`config.mk`:
```
export PLATFORM = sky130hd
export DESIGN_NAME = hsvrgbw_front
export DESIGN_NICKNAME = d
export VERILOG_FILES = /design/src/design/hsvrgbw_pkg.sv /design/src/design/hsvrgbw_front.sv
export SDC_FILE = /design/constraint.sdc
export NUM_CORES = 1
export LEC_CHECK = 0
export BUFFER_PORTS_ARGS = -buffer_cell sky130_fd_sc_hd__buf_2
export CORE_MARGIN = 3
export CORE_UTILIZATION = 50
export DETAILED_ROUTE_END_ITERATION = 10
export PLACE_DENSITY_LB_ADDON = 0.05
export SKIP_LAST_GASP = 1
export SLEW_MARGIN = 30
export SYNTH_ARGS = -nofsm -noshare
export SYNTH_HDL_FRONTEND = slang
export SYNTH_SLANG_ARGS = --single-unit
```
`constraint.sdc`:
```
create_clock -name clk -period 2.4 [get_ports clk]
set_input_delay 0.36 -clock clk [delete_from_list [all_inputs] [get_ports clk]]
set_output_delay 0.36 -clock clk [all_outputs]
set_load 0.05 [all_outputs]
```
`src/design/hsvrgbw_pkg.sv`:
```
package hsvrgbw_pkg;

    localparam int QUEUE_DEPTH_DEF = 4;

    localparam int SECTOR_SIZE = 5461;
    localparam int SECTOR_COUNT = 6;

    localparam logic [14:0] Q_ONE       = 15'd32767;
    localparam logic [14:0] KNEE        = 15'd2621;
    localparam logic [14:0] LOW_SLOPE   = 15'd3628;
    localparam logic [14:0] HIGH_SLOPE  = 15'd28248;
    localparam logic [14:0] HIGH_OFFSET = 15'd4520;

    // hue sectors, named by the primaries they run between
    typedef enum logic [2:0] {
        SEC_RY = 3'd0,
        SEC_YG = 3'd1,
        SEC_GC = 3'd2,
        SEC_CB = 3'd3,
        SEC_BM = 3'd4,
        SEC_MR = 3'd5
    } sector_t;

    typedef struct packed {
        logic [14:0] hue;
        logic [14:0] saturation;
        logic [14:0] brightness;
    } hsv_t;

    typedef struct packed {
        logic [14:0] red_level;
        logic [14:0] green_level;
        logic [14:0] blue_level;
        logic [14:0] white_level;
    } rgbw_t;

    // classified item handed from the front to the back
    typedef struct packed {
        logic        grey;
        sector_t     sector;
        logic [14:0] rem;
        logic [14:0] saturation;
        logic [14:0] brightness;
    } work_t;

    // truncating Q15 multiply
    function automatic logic [14:0] qmul(input logic [14:0] a, input logic [14:0] b);
        logic [29:0] prod;
        prod = 30'(a) * 30'(b);
        return prod[29:15];
    endfunction

endpackage

```
`src/design/hsvrgbw_front.sv`:
```
module hsvrgbw_front (
    input  logic                 clk,
    input  logic                 rst_n,
    input  logic                 push,
    output logic                 full,
    input  hsvrgbw_pkg::hsv_t    hsv,
    output logic                 item_valid,
    input  logic                 item_ready,
    output hsvrgbw_pkg::work_t   item
);
    import hsvrgbw_pkg::*;

    logic        front_valid_reg;
    work_t       front_item_reg;
    work_t       front_item_next;
    logic        take;
    logic [2:0]  k;
    logic [14:0] base;
    logic [14:0] diff;

    // count sector boundaries at or below the hue
    always_comb
    begin
        k = 3'd0;
        for (int n = 1; n <= SECTOR_COUNT; n++)
        begin
            if (hsv.hue >= 15'(n * SECTOR_SIZE))
            begin
                k = 3'(n);
            end
        end
        base = 15'(32'(k) * SECTOR_SIZE);
        diff = hsv.hue - base;

        front_item_next.grey       = (hsv.saturation == 15'd0);
        front_item_next.rem        = 15'(diff << 2) + 15'(diff << 1);
        front_item_next.saturation = hsv.saturation;
        front_item_next.brightness = hsv.brightness;
        case (k)
            3'd1:    front_item_next.sector = SEC_YG;
            3'd2:    front_item_next.sector = SEC_GC;
            3'd3:    front_item_next.sector = SEC_CB;
            3'd4:    front_item_next.sector = SEC_BM;
            3'd5:    front_item_next.sector = SEC_MR;
            default: front_item_next.sector = SEC_RY;  // also the top hue codes
        endcase
    end

    assign take       = !front_valid_reg || item_ready;
    assign full       = !take;
    assign item_valid = front_valid_reg;
    assign item       = front_item_reg;

    always_ff @(posedge clk or negedge rst_n)
    begin
        if (!rst_n)
        begin
            front_valid_reg <= 1'b0;
        end
        else if (take)
        begin
            front_valid_reg <= push;
        end
    end

    always_ff @(posedge clk)
    begin
        if (take && push)
        begin
            front_item_reg <= front_item_next;
        end
    end

endmodule

```
==> flow_metrics.py <==
metrics = {
    "timing": {
        "whs_ns": 0.219,
        "finalSetupTns_ns": -22.98,
        "fin_crit_sh": 2.09,
        "max_freq_ghz": 0.199,
        "fin_crit_ns": 5.02,
        "maxSlewViolCount": 0,
        "setup_viol": 13,
        "worst-slew-pin-transition_ns": 0.602,
        "finalHoldViolations": 0,
        "fin_ws_ns": -2.62,
        "rsz0062_at_grt": "true",
        "relSlewSlack": 0.599,
        "fin_worst_skew_ns": 0.00726,
    },
    "clock_tree": {
        "worst_skew_pair.late_latency_ns": 0.31,
        "cts_tree": "done",
        "cts_root_buffer": "clkbuf_8",
        "h-tree-depth": 2,
        "cts_inserted_buffers": 5,
        "clock-sinks": 49,
        "clk_path_buf_depth": 2,
        "clkTransAtPathRegs_ns": 0.09,
    },
    "logic_synthesis": {
        "synth_edf_count": 48,
        "synth_cells": 314,
        "ys_seq_area_frac": 0.431,
        "netlist.area_leader.share": 0.424,
        "yosys.area.top_type": "edfxtp_1",
        "ys_ff_latch": 49,
        "yosys_warnings": 0,
        "ys.flop_type": "edfxtp_1",
        "syn_avg_cell_area_um2": 10.8,
        "synth_area_um2": 3400,
        "synthTopCellsByArea": "edfxtp_1 42%, ha_1 12%, inv_1 5.5%",
        "synth_cell_types": 57,
        "ys_async_sr_fraction": 0.0204,
        "syn_nets": 402,
    },
    "finish": {
        "drive_gt1_frac": 0.601,
        "diodes": 0,
        "area_delta_synth_final_pct": 68.8,
        "instances_no_fill": 621,
        "final_core_util": 0.889,
        "nNetsFinal": 631,
    },
    "grt": {
        "grt_pass1_vias": 3638,
        "grt_overflow_total": 0,
        "gr-usage-all-layers": 0.303,
        "grt_first_pass_wirelength_um": 18200,
        "grt_max_degree": 49,
        "antenna_found_initial": 0,
    },
    "setup_path": {
        "critPathRequiredTime_ns": 2.45,
        "critPathKind": "primary input to flip-flop",
        "end_kind": "flip-flop",
        "worstSetupStartpointType": "primary input",
        "critPathArrivalTime_ns": 5.07,
        "worstPathMaxFanout": 4,
    },
    "die": {
        "die_x_um": 88.5,
        "boundaryPins": 100,
        "fp-row-count": 29,
        "die_area_um2": 7830,
        "chipHeight_um": 88.5,
        "core_um2": 6460,
        "start_util": 0.527,
    },
    "placed_design": {
        "dp_hpwl_um": 6680,
        "dp.cells": 576,
        "io_buffers": 98,
        "gp_congestion": 0.857,
    },
    "power": {
        "ir_drop_mv": 1.23,
        "cellLeakagePower_nw": 2.63,
        "p_per_area_nw_per_um2": 1460,
    },
    "routing": {
        "routedWlPerCell_um": 21.9,
        "drt_iter0_drc": 204,
        "wl_um": 13600,
        "drtAntennaViolNets": 0,
        "drcViolationCount": 0,
        "vias_per_cell": 5.94,
        "vias": 3689,
        "drt_pass1_iterations": 5,
    },
    "flow_run": {
        "cap_violations": 0,
    },
    "outcome": {
        "status": "complete, but fails checks",
        "violations": "setup timing",
    },
    "hold_path": {
        "hold_class": "primary input to flip-flop",
    },
}
-- final cells by class --
cell class | instances | area, µm²
well taps | 77 | 96.3
clock inverters | 2 | 15.0
multi-input cells | 208 | 2310
clock buffers | 6 | 72.6
inverters | 50 | 188
fillers | 294 | 714
repair buffers | 229 | 1600
flip-flops and latches | 49 | 1470
-- kinds of logic after synthesis --
logic type      count (synthesis)  share of synthesized area
simple gates                   66                      0.110
flops                          49                      0.431
xor+xnor                       27                     0.0824
other cells                     1                    0.00110
buf+inv                        57                     0.0644
fa+ha+maj                      39                      0.159
compound gates                 75                      0.152
-- placed cells by master (no fill, tap or decap), types with 5 or more instances in the layout --
cell / n
buf_4: 112
buf_2: 90
edfxtp_1: 48
inv_1: 42
buf_6: 23
ha_1: 20
nand2_1: 11
ha_4: 11
a21oi_1: 10
inv_2: 8
a21o_1: 8
o21ai_2: 8
xnor2_1: 7
xnor2_2: 7
nor2_1: 6
a21oi_2: 6
nor3_1: 5
a21oi_4: 5
nand2b_1: 5
xor2_1: 5
fa_1: 5
clkbuf_8: 5
-- sequential cells by signal (all words and copies together) (netlist names) --
| signal | count |
|---|---|
| item_valid | 1 |
| item | 48 |
-- Yosys cell counts (5+ instances only) --
master    count
fa_1          7
o21ai_0      13
nor2_1       10
edfxtp_1     48
nand2b_1      5
inv_1        50
a31oi_1       6
nor4_1        5
nor3_1        8
xor2_1        8
a21oi_1      20
xnor2_1      16
a21o_1        9
nand2_1      13
ha_1         32
-- per-stage QoR --
stage | setup WS, ns | power, mW | cell area [µm²]
finish | -2.62 | 8.38 | 5740
global route | -2.75 | 8.71 | 5740
CTS | -2.25 | 7.35 | 5610
detailed placement | -2.80 | 5.66 | 4760
global placement | -2.67 | 5.50 | 4760
floorplan | -2.34 | 4.12 | 3490
-- critical path, stage by stage --
cell       delay (ns)
buf_6            0.10
buf_4            0.14
o21ai_1          0.12
a211oi_1         0.14
a221oi_2         0.38
buf_4            0.20
a21oi_4          0.06
a21o_4           0.22
buf_4            0.16
fa_1             0.54
inv_1            0.09
ha_4             0.26
a21o_1           0.21
buf_6            0.14
a2111oi_4        0.28
or2_4            0.20
o21bai_1         0.07
a21oi_1          0.18
xnor2_1          0.18
ha_1             0.31
inv_2            0.09
nor3_2           0.04
a31oi_1          0.17
o21ai_1          0.11
a31oi_1          0.19
o311ai_1         0.13
-- timing repair --
action,4_1_cts,5_1_grt
hold endpoints to repair,1,0
endpoints found under the setup margin,13,15
hold buffers,1,0
pin swaps,54,27
setup buffers,59,13
resized for setup,86,47
-- per-layer routing --
layer	up-vias	global-route usage	wire length, µm
li1	1589	-	-
met1	1781	0.343	4820
met2	250	0.580	7060
met3	69	0.0391	949
met4	0	0.103	745
met5	-	0	0
-- where the power goes --
group	leakage, nW	internal (mW)	switching (mW)
clock	0.0374	0.206	0.284
combinational	2.12	3.19	3.39
sequential	0.469	1.27	0.0390
-- path summary, 6_finish.rpt --
| kind | start | endpoint | slack [ns] | cells after the start |
|---|---|---|---|---|
| worst max-delay path | hsv[39] | item[43]$_DFFE_PP_ | -2.62 | 26 |
| worst min-delay path | hsv[0] | item[0]$_DFFE_PP_ | 0.22 | 1 |
| worst max register to register | item_valid$_DFFE_PN0N_ | item[9]$_DFFE_PP_ | 0.80 | 3 |
| worst min register to register | item_valid$_DFFE_PN0N_ | item_valid$_DFFE_PN0N_ | 0.67 | 2 |
| max in group asynchronous | rst_n | item_valid$_DFFE_PN0N_ | 1.95 | 2 |
| min in group asynchronous | rst_n | item_valid$_DFFE_PN0N_ | 0.36 | 2 |
No activity file was read; power rests on OpenSTA's default activity.
