## src/design/hsvrgbw_pkg.sv

```systemverilog
package hsvrgbw_pkg;

    localparam int QUEUE_DEPTH_DEF = 4;

    localparam int SECTOR_SIZE = 5461;
    localparam int SECTOR_COUNT = 6;

    localparam logic [14:0] Q_ONE       = 15'd32767;
    localparam logic [14:0] KNEE        = 15'd2621;
    localparam logic [14:0] LOW_SLOPE   = 15'd3628;
    localparam logic [14:0] HIGH_SLOPE  = 15'd28248;
    localparam logic [14:0] HIGH_OFFSET = 15'd4520;

    // hue sectors, named by the primaries they run between
    typedef enum logic [2:0] {
        SEC_RY = 3'd0,
        SEC_YG = 3'd1,
        SEC_GC = 3'd2,
        SEC_CB = 3'd3,
        SEC_BM = 3'd4,
        SEC_MR = 3'd5
    } sector_t;

    typedef struct packed {
        logic [14:0] hue;
        logic [14:0] saturation;
        logic [14:0] brightness;
    } hsv_t;

    typedef struct packed {
        logic [14:0] red_level;
        logic [14:0] green_level;
        logic [14:0] blue_level;
        logic [14:0] white_level;
    } rgbw_t;

    // classified item handed from the front to the back
    typedef struct packed {
        logic        grey;
        sector_t     sector;
        logic [14:0] rem;
        logic [14:0] saturation;
        logic [14:0] brightness;
    } work_t;

    // truncating Q15 multiply
    function automatic logic [14:0] qmul(input logic [14:0] a, input logic [14:0] b);
        logic [29:0] prod;
        prod = 30'(a) * 30'(b);
        return prod[29:15];
    endfunction

endpackage

```

## src/design/hsvrgbw_queue.sv

```systemverilog
module hsvrgbw_queue #(
    parameter int DEPTH = hsvrgbw_pkg::QUEUE_DEPTH_DEF
) (
    input  logic                 clk,
    input  logic                 rst_n,
    input  logic                 wr_valid,
    output logic                 wr_ready,
    input  hsvrgbw_pkg::work_t   wr_data,
    output logic                 rd_valid,
    input  logic                 rd_ready,
    output hsvrgbw_pkg::work_t   rd_data
);
    import hsvrgbw_pkg::*;

    localparam int PTR_W = (DEPTH > 1) ? $clog2(DEPTH) : 1;
    localparam int CNT_W = $clog2(DEPTH + 1);

    work_t               entry_reg [DEPTH];
    logic [PTR_W-1:0]    wr_ptr_reg;
    logic [PTR_W-1:0]    rd_ptr_reg;
    logic [CNT_W-1:0]    count_reg;
    logic                do_wr;
    logic                do_rd;

    assign wr_ready = (count_reg != CNT_W'(DEPTH));
    assign rd_valid = (count_reg != '0);
    assign rd_data  = entry_reg[rd_ptr_reg];
    assign do_wr    = wr_valid && wr_ready;
    assign do_rd    = rd_valid && rd_ready;

    always_ff @(posedge clk or negedge rst_n)
    begin
        if (!rst_n)
        begin
            wr_ptr_reg <= '0;
            rd_ptr_reg <= '0;
            count_reg  <= '0;
        end
        else
        begin
            if (do_wr)
            begin
                wr_ptr_reg <= (wr_ptr_reg == PTR_W'(DEPTH - 1)) ? '0 : wr_ptr_reg + 1'b1;
            end
            if (do_rd)
            begin
                rd_ptr_reg <= (rd_ptr_reg == PTR_W'(DEPTH - 1)) ? '0 : rd_ptr_reg + 1'b1;
            end
            if (do_wr && !do_rd)
            begin
                count_reg <= count_reg + 1'b1;
            end
            else if (do_rd && !do_wr)
            begin
                count_reg <= count_reg - 1'b1;
            end
        end
    end

    always_ff @(posedge clk)
    begin
        if (do_wr)
        begin
            entry_reg[wr_ptr_reg] <= wr_data;
        end
    end

    a_count_bound: assert property (@(posedge clk) disable iff (!rst_n)
        count_reg <= CNT_W'(DEPTH))
        else $error("queue count beyond depth");

    a_count_up: assert property (@(posedge clk) disable iff (!rst_n)
        do_wr && !do_rd |=> count_reg == $past(count_reg) + 1'b1)
        else $error("queue count missed a write");

endmodule

```

## config.mk

```make
export PLATFORM = sky130hd
export DESIGN_NAME = hsvrgbw_queue
export DESIGN_NICKNAME = d
export VERILOG_FILES = /design/src/design/hsvrgbw_pkg.sv /design/src/design/hsvrgbw_queue.sv
export SDC_FILE = /design/constraint.sdc
export NUM_CORES = 1
export LEC_CHECK = 0
export BUFFER_PORTS_ARGS = -buffer_cell sky130_fd_sc_hd__buf_2
export CORE_MARGIN = 3
export CORE_UTILIZATION = 35
export DETAILED_ROUTE_END_ITERATION = 7
export MAX_ROUTING_LAYER = met4
export PLACE_DENSITY = 0.62
export SYNTH_ARGS = -nofsm -noshare
export SYNTH_HDL_FRONTEND = slang
export SYNTH_SLANG_ARGS = --single-unit
```

## constraint.sdc

```tcl
create_clock -name clk -period 3.15 [get_ports clk]
set_input_delay 0 -clock clk [delete_from_list [all_inputs] [get_ports clk]]
set_output_delay 0 -clock clk [all_outputs]
set_load 0.05 [all_outputs]
```

==> flow_metrics.py, run 1 <==
metrics = {
    "status": {
        "outcome": "completed",
    },
    "sta": {
        "setup_violations": 0,
        "fin_crit_sh": 0.762,
        "period_needed_ns": 2.40,
        "holdWs_ns": 0.0609,
        "final-hold-violation-count": 0,
        "maxSlewHeadroom": 0.605,
        "final.setup.tns_ns": 0,
        "grt_setup_unrepaired": "false",
        "fmax_ghz": 0.416,
        "maxSlewViolCount": 0,
        "tightestPinTransition_ns": 0.593,
        "clock_skew_ns": 0.00732,
    },
    "clocking": {
        "cts_tree": "done",
        "post_cts_resized": 0,
        "ctsHoldBuffers": 52,
        "path_clk_slew_ns": 0.06,
        "clock_latency_ns": 0.48,
        "cts.sink_count": 203,
        "postCtsSetupBuffers": 0,
        "cts_buffer_depth": 3,
        "root_buffer": "clkbuf_16",
        "cts_buffers": 23,
        "htree_levels": 1,
    },
    "cells_and_area": {
        "largest_reg_flops": 196,
        "fillers": 1800,
        "fin_util": 0.462,
        "fin_nets": 533,
        "n_antenna_cell": 0,
        "drive_gt1_frac": 0.429,
        "area_delta_synth_final_pct": 29.1,
    },
    "global_routing": {
        "grt_pass1_wl_um": 22900,
        "met1_usage": 0.151,
        "busiest_layer": "met2",
        "grt_usage": 0.128,
        "antenna_found_initial": 0,
        "grt_pass1_vias": 4069,
        "grt_overflow": 0,
        "grtUsageMet2": 0.224,
        "grt_max_degree": 30,
        "met3_usage": 0.0286,
    },
    "routing": {
        "drcViolationCount": 0,
        "wl_per_cell_um": 18.9,
        "drtIter0Drc": 128,
        "postRouteAntennaNets": 0,
        "wl_um": 14500,
        "via_per_inst": 4.72,
        "num_vias": 3603,
        "first_pass_iters": 4,
    },
    "pwr": {
        "powerDensity_nw_per_um2": 1070,
        "peakVddDrop_mv": 0.717,
        "leakage_nw": 3.40,
    },
    "floorplanning": {
        "die_w_um": 153,
        "die-area_um2": 23400,
        "rows": 53,
        "die_h_um": 153,
        "start_util": 0.358,
        "core_area_um2": 21200,
        "boundaryPins": 104,
    },
    "synthesis": {
        "syn_nets": 354,
        "ys_ff_latch": 203,
        "netlist_area_um2": 7570,
        "ys.warnings.count": 0,
        "syn_avg_cell_area_um2": 25.7,
        "synth.area.top_cells": "edfxtp_1, mux4_2, dfrtp_1, buf_12, ha_1",
        "synth.distinct_cells": 20,
        "synth_cells": 294,
        "netlist.area_leader.share": 0.778,
        "yosysTopAreaCell": "edfxtp_1",
        "yosysSeqAreaShare": 0.801,
    },
    "worst_setup_path": {
        "cp.arrival_ns": 2.40,
        "worstSetupPathType": "flop to output port",
        "critPathCaptureType": "output port",
        "cp_max_fo": 29,
        "required_ns": 3.15,
        "startpoint_type": "flop",
    },
    "min_path": {
        "min_path_type": "input pin to flop",
    },
    "run": {
        "drv_cap": 0,
    },
    "placement": {
        "port_buffers": 103,
        "hpwl_um": 8850,
        "gp_congestion": 0.719,
    },
}
-- Yosys cell counts --
cell type,number
xnor2_1,1
xor2_1,2
and2_1,4
a21boi_2,1
ha_1,6
or3_4,1
nand2_1,1
nand2_2,1
buf_12,5
inv_1,3
nor2_1,4
buf_2,5
edfxtp_1,196
dfrtp_1,7
buf_6,1
clkbuf_1,1
mux4_2,48
mux4_1,1
fa_1,1
mux2_2,5
-- metal layers --
layer	vias to the layer above	wire length (um)
met5	-	0
met4	0	295
met3	21	708
met2	98	7540
met1	1880	5930
li1	1604	-
-- final cells by class --
class                           instances  area [um2]  share of cell area
Multi-Input combinational cell         76        1360               0.139
Clock buffer                           30         632              0.0646
Clock inverter                         11         179              0.0183
Sequential cell                       203        6070               0.621
Inverter                                3        11.3             0.00115
Timing Repair Buffer                  166        1180               0.121
Tap cell                              275         344              0.0352
-- power by group --
| part | internal, mW | switching, mW | leakage [nW] | total [mW] |
|---|---|---|---|---|
| clock network | 1.81 | 0.992 | 0.393 | 2.81 |
| registers | 3.57 | 0.270 | 1.88 | 3.84 |
| logic | 1.23 | 2.56 | 1.14 | 3.78 |
| total | 6.61 | 3.82 | 3.40 | 10.4 |
-- cells in the final DEF (no fill, tap or decap), types with 2 or more instances in the layout --
master and n:
buf_12 5, ha_1 6, clkinv_2 2, mux2_2 5, nor2_1 4, edfxtp_1 196, mux4_2 48, xor2_1 2
bufinv_16 5, clkbuf_16 23, dfrtp_1 5, clkinv_1 3, dlygate4sd3_1 52, and2_2 4, clkbuf_1 4, buf_4 6
buf_2 103, clkbuf_8 3, inv_1 3
-- metrics by stage --
stage                     power, mW  setup slack [ns]  std cells  cell area, um2
final                          10.4             0.749        764            9780
after detailed placement       7.74              1.07        671            8440
after CTS                      10.6             0.631        764            9780
after floorplan                6.86             0.800        294            7570
after global placement         7.68              1.13        671            8440
after global routing           10.9             0.568        764            9780
-- worst paths after layout --
check | depth (start not counted) | from | endpoint | slack [ns]
min in group asynchronous | 3 | rst_n | count_reg[2]$_DFFE_PN0P_ | 0.47
setup / recovery | 3 | rd_ptr_reg[0]$_DFFE_PN0P_ | rd_data[15] | 0.75
max in group asynchronous | 3 | rst_n | rd_ptr_reg[0]$_DFFE_PN0P_ | 2.40
hold reg to reg | 1 | count_reg[2]$_DFFE_PN0P_ | count_reg[2]$_DFFE_PN0P_ | 0.54
hold / removal | 3 | wr_valid | wr_ptr_reg[1]$_DFFE_PN0P_ | 0.06
setup reg to reg | 8 | count_reg[0]$_DFFE_PN0P_ | count_reg[2]$_DFFE_PN0P_ | 1.06
-- cell families (layout without fill, tap and decap cells) --
group                      count (synthesis)  after routing  synth area share
AOI/OAI and AO/OA                          1              1           0.00149
xor gates and xnor gates                   3              3           0.00347
muxes                                     54             54             0.154
adders and majority gates                  7              7            0.0126
and+or+nand+nor                           11             11           0.00810
DFF                                      203            203             0.801
buffers and inverters                     15            210            0.0200
-- worst max-delay path, cell delays in order (launching register included) --
cell and delay, ns:
dfrtp_4 0.76, buf_12 0.32, mux4_2 0.58, buf_2 0.24
No activity file was read; power rests on OpenSTA's default activity.
==> inputs of run 2 (changes only) <==
PLACE_DENSITY = 0.64   (was 0.62)
clock period = 2 ns   (was 3.15 ns; I/O delays follow)
==> run 2 against run 1 <==
Clock skew decreased by 0.0013 ns. Clock-buffer cell count down 6. Combinational power rose by 93%. Utilization is 2.1 points higher. Non-clock buffer count increased by 19. Routed wire length rose by 3.3%. Setup slack worse by 0.71 ns. Critical path depth increased by 1. Final area grew 4.6%. Power grew 68%. Clock power rose by 52%. First-iteration DRC count increased by 8.6%. Critical endpoint is now rd_data[24].
==> flow_metrics.py, run 2 (synthesized netlist as in run 1, its figures left out) <==
metrics = {
    "cells_and_area": {
        "drive_gt1_frac": 0.462,
        "fillers": 1716,
        "multiInputGateArea_um2": 1380,
        "layout_common_cells": "edfxtp_1, buf_2, dlygate4sd3_1, mux4_2, clkbuf_16",
        "largest_reg_flops": 196,
        "area_delta_synth_final_pct": 35.1,
        "design_area_um2": 10200,
        "stdcell_count": 782,
        "ff_latch_area_um2": 6070,
        "n_antenna_cell": 0,
        "layout_commonest_cell": "edfxtp_1",
        "fin_nets": 551,
    },
    "clocking": {
        "cts_buffers": 22,
        "cts_tree": "done",
        "cts_buffer_depth": 3,
        "clock_latency_ns": 0.49,
        "htree_levels": 1,
        "path_clk_slew_ns": 0.06,
        "cts.sink_count": 203,
        "root_buffer": "clkbuf_16",
    },
    "worst_setup_path": {
        "rr_worst_depth": 8,
        "crit_chain": "buf_4 -> buf_6 -> mux4_2 -> buf_2",
        "required_ns": 2.00,
        "reg2reg_slack_ns": 0.07,
        "r2r-end": "count_reg[2]$_DFFE_PN0P_",
        "cp.arrival_ns": 1.96,
        "cp_max_fo": 5,
        "crit_family": "buffers and inverters",
        "critPathCaptureType": "output port",
        "reg2reg_from": "count_reg[1]$_DFFE_PN0P_",
        "path_buf_inv": 3,
        "cp_slowest_cell": "dfrtp_4",
        "cpPeakStageDelay_ns": 0.50,
        "worstSetupPathType": "flop to output port",
        "startpoint_type": "flop",
        "crit_start": "rd_ptr_reg[0]$_DFFE_PN0P_",
    },
    "min_path": {
        "min_path_cells": 4,
        "min_path_type": "input pin to flop",
        "min_to": "count_reg[0]$_DFFE_PN0P_",
        "worst_hold_startpoint": "wr_valid",
    },
    "routing": {
        "wl_um": 14900,
        "drcViolationCount": 0,
        "postRouteAntennaNets": 0,
        "first_pass_iters": 4,
        "num_vias": 3656,
        "via_per_inst": 4.68,
        "drtIter0Drc": 139,
        "wl_per_cell_um": 19.1,
    },
    "global_routing": {
        "busiest_layer": "met2",
        "grt_pass1_vias": 4006,
        "met3_usage": 0.0331,
        "antenna_found_initial": 0,
        "met1_usage": 0.155,
        "grt_overflow": 0,
        "grt_pass1_wl_um": 22100,
        "grt_max_degree": 30,
        "grt_usage": 0.124,
        "grtUsageMet2": 0.204,
    },
    "floorplanning": {
        "core_area_um2": 21200,
        "boundaryPins": 104,
        "die_h_um": 153,
        "die-area_um2": 23400,
        "start_util": 0.358,
        "die_w_um": 153,
        "rows": 53,
    },
    "pwr": {
        "leakage_nw": 3.59,
        "powerDensity_nw_per_um2": 1710,
        "peakVddDrop_mv": 0.616,
    },
    "sta": {
        "maxSlewViolCount": 0,
        "final-hold-violation-count": 0,
        "grt_setup_unrepaired": "true",
        "tightestPinTransition_ns": 0.333,
        "period_needed_ns": 1.96,
        "maxSlewHeadroom": 0.777,
        "clock_skew_ns": 0.00606,
        "fin_crit_sh": 0.979,
        "fmax_ghz": 0.511,
        "setup_violations": 0,
    },
    "placement": {
        "hpwl_um": 8600,
        "placed_area_um2": 8580,
        "gp_congestion": 0.684,
        "dp_cells": 675,
        "port_buffers": 103,
    },
    "status": {
        "outcome": "completed",
    },
    "run": {
        "drv_cap": 0,
    },
}
[run 2: cell types whose count changed in the layout (fill, tap and decap cells not counted), sizes merged]
| cell | before | now |
|---|---|---|
| buf | 114 | 130 |
| clkbuf | 30 | 27 |
| clkinv | 5 | 9 |
| clkinvlp | 1 | 2 |
[run 2: how the worst max path moves through the flow]
stage / end / slack, ns / cells after the start
after floorplan: count_reg[2]$_DFFE_PN0P_ / 0.02 / 8
after detailed placement: count_reg[2]$_DFFE_PN0P_ / 0.07 / 8
final: rd_data[24] / 0.04 / 4
after CTS: rd_data[40] / -0.01 / 3
after global placement: count_reg[2]$_DFFE_PN0P_ / 0.12 / 8
after global routing: rd_data[43] / -0.02 / 4
[run 2: tightest hold or removal path, stage by stage]
cell	delay, ns
buf_2	0.08
a21boi_2	0.25
ha_4	0.18
xnor2_1	0.06
[run 2: metrics by stage]
step | setup TNS (ns) | power (mW) | worst slack (ns) | util | hold WS [ns]
floorplan | 0 | 10.8 | 0.0156 | - | -0.296
global placement | 0 | 12.3 | 0.120 | 0.406 | -0.164
detailed placement | 0 | 12.4 | 0.0749 | 0.406 | -0.156
CTS | -0.0104 | 17.1 | -0.0104 | 0.473 | 0.121
global route | -0.176 | 18.3 | -0.0176 | 0.484 | 0.144
finish | 0 | 17.5 | 0.0428 | 0.484 | 0.124
[run 2: layer usage]
metal / share of wire / vias up
met1: 0.43 / 1907
li1: - / 1645
met3: 0.056 / 21
met5: 0 / -
met2: 0.50 / 83
met4: 0.015 / 0
[run 2: cell type report]
cell class              instances  area share
flip-flops and latches        203       0.593
repair buffers                185       0.160
multi-input cells              76       0.135
clock buffers                  24      0.0566
well taps                     275      0.0336
clock inverters                16      0.0199
inverters                       3     0.00110
[run 2: repair_timing]
item / 4_1_cts / 5_1_grt
pin swaps: 0 / 5
cloned: 0 / 5
buffers inserted: 6 / 4
endpoints found under the setup margin: 49 / 64
hold buffers: 52 / 0
hold endpoints to repair: 206 / 0
resized for setup: 23 / 49
[run 2: report_power, final]
part           internal (mW)  leakage (nW)  total, mW  switching, mW
Combinational           2.87          1.33       7.31           4.44
Clock                   2.73         0.379       4.27           1.54
Sequential              5.63          1.87       5.90          0.265
Total                   11.2          3.59       17.5           6.25
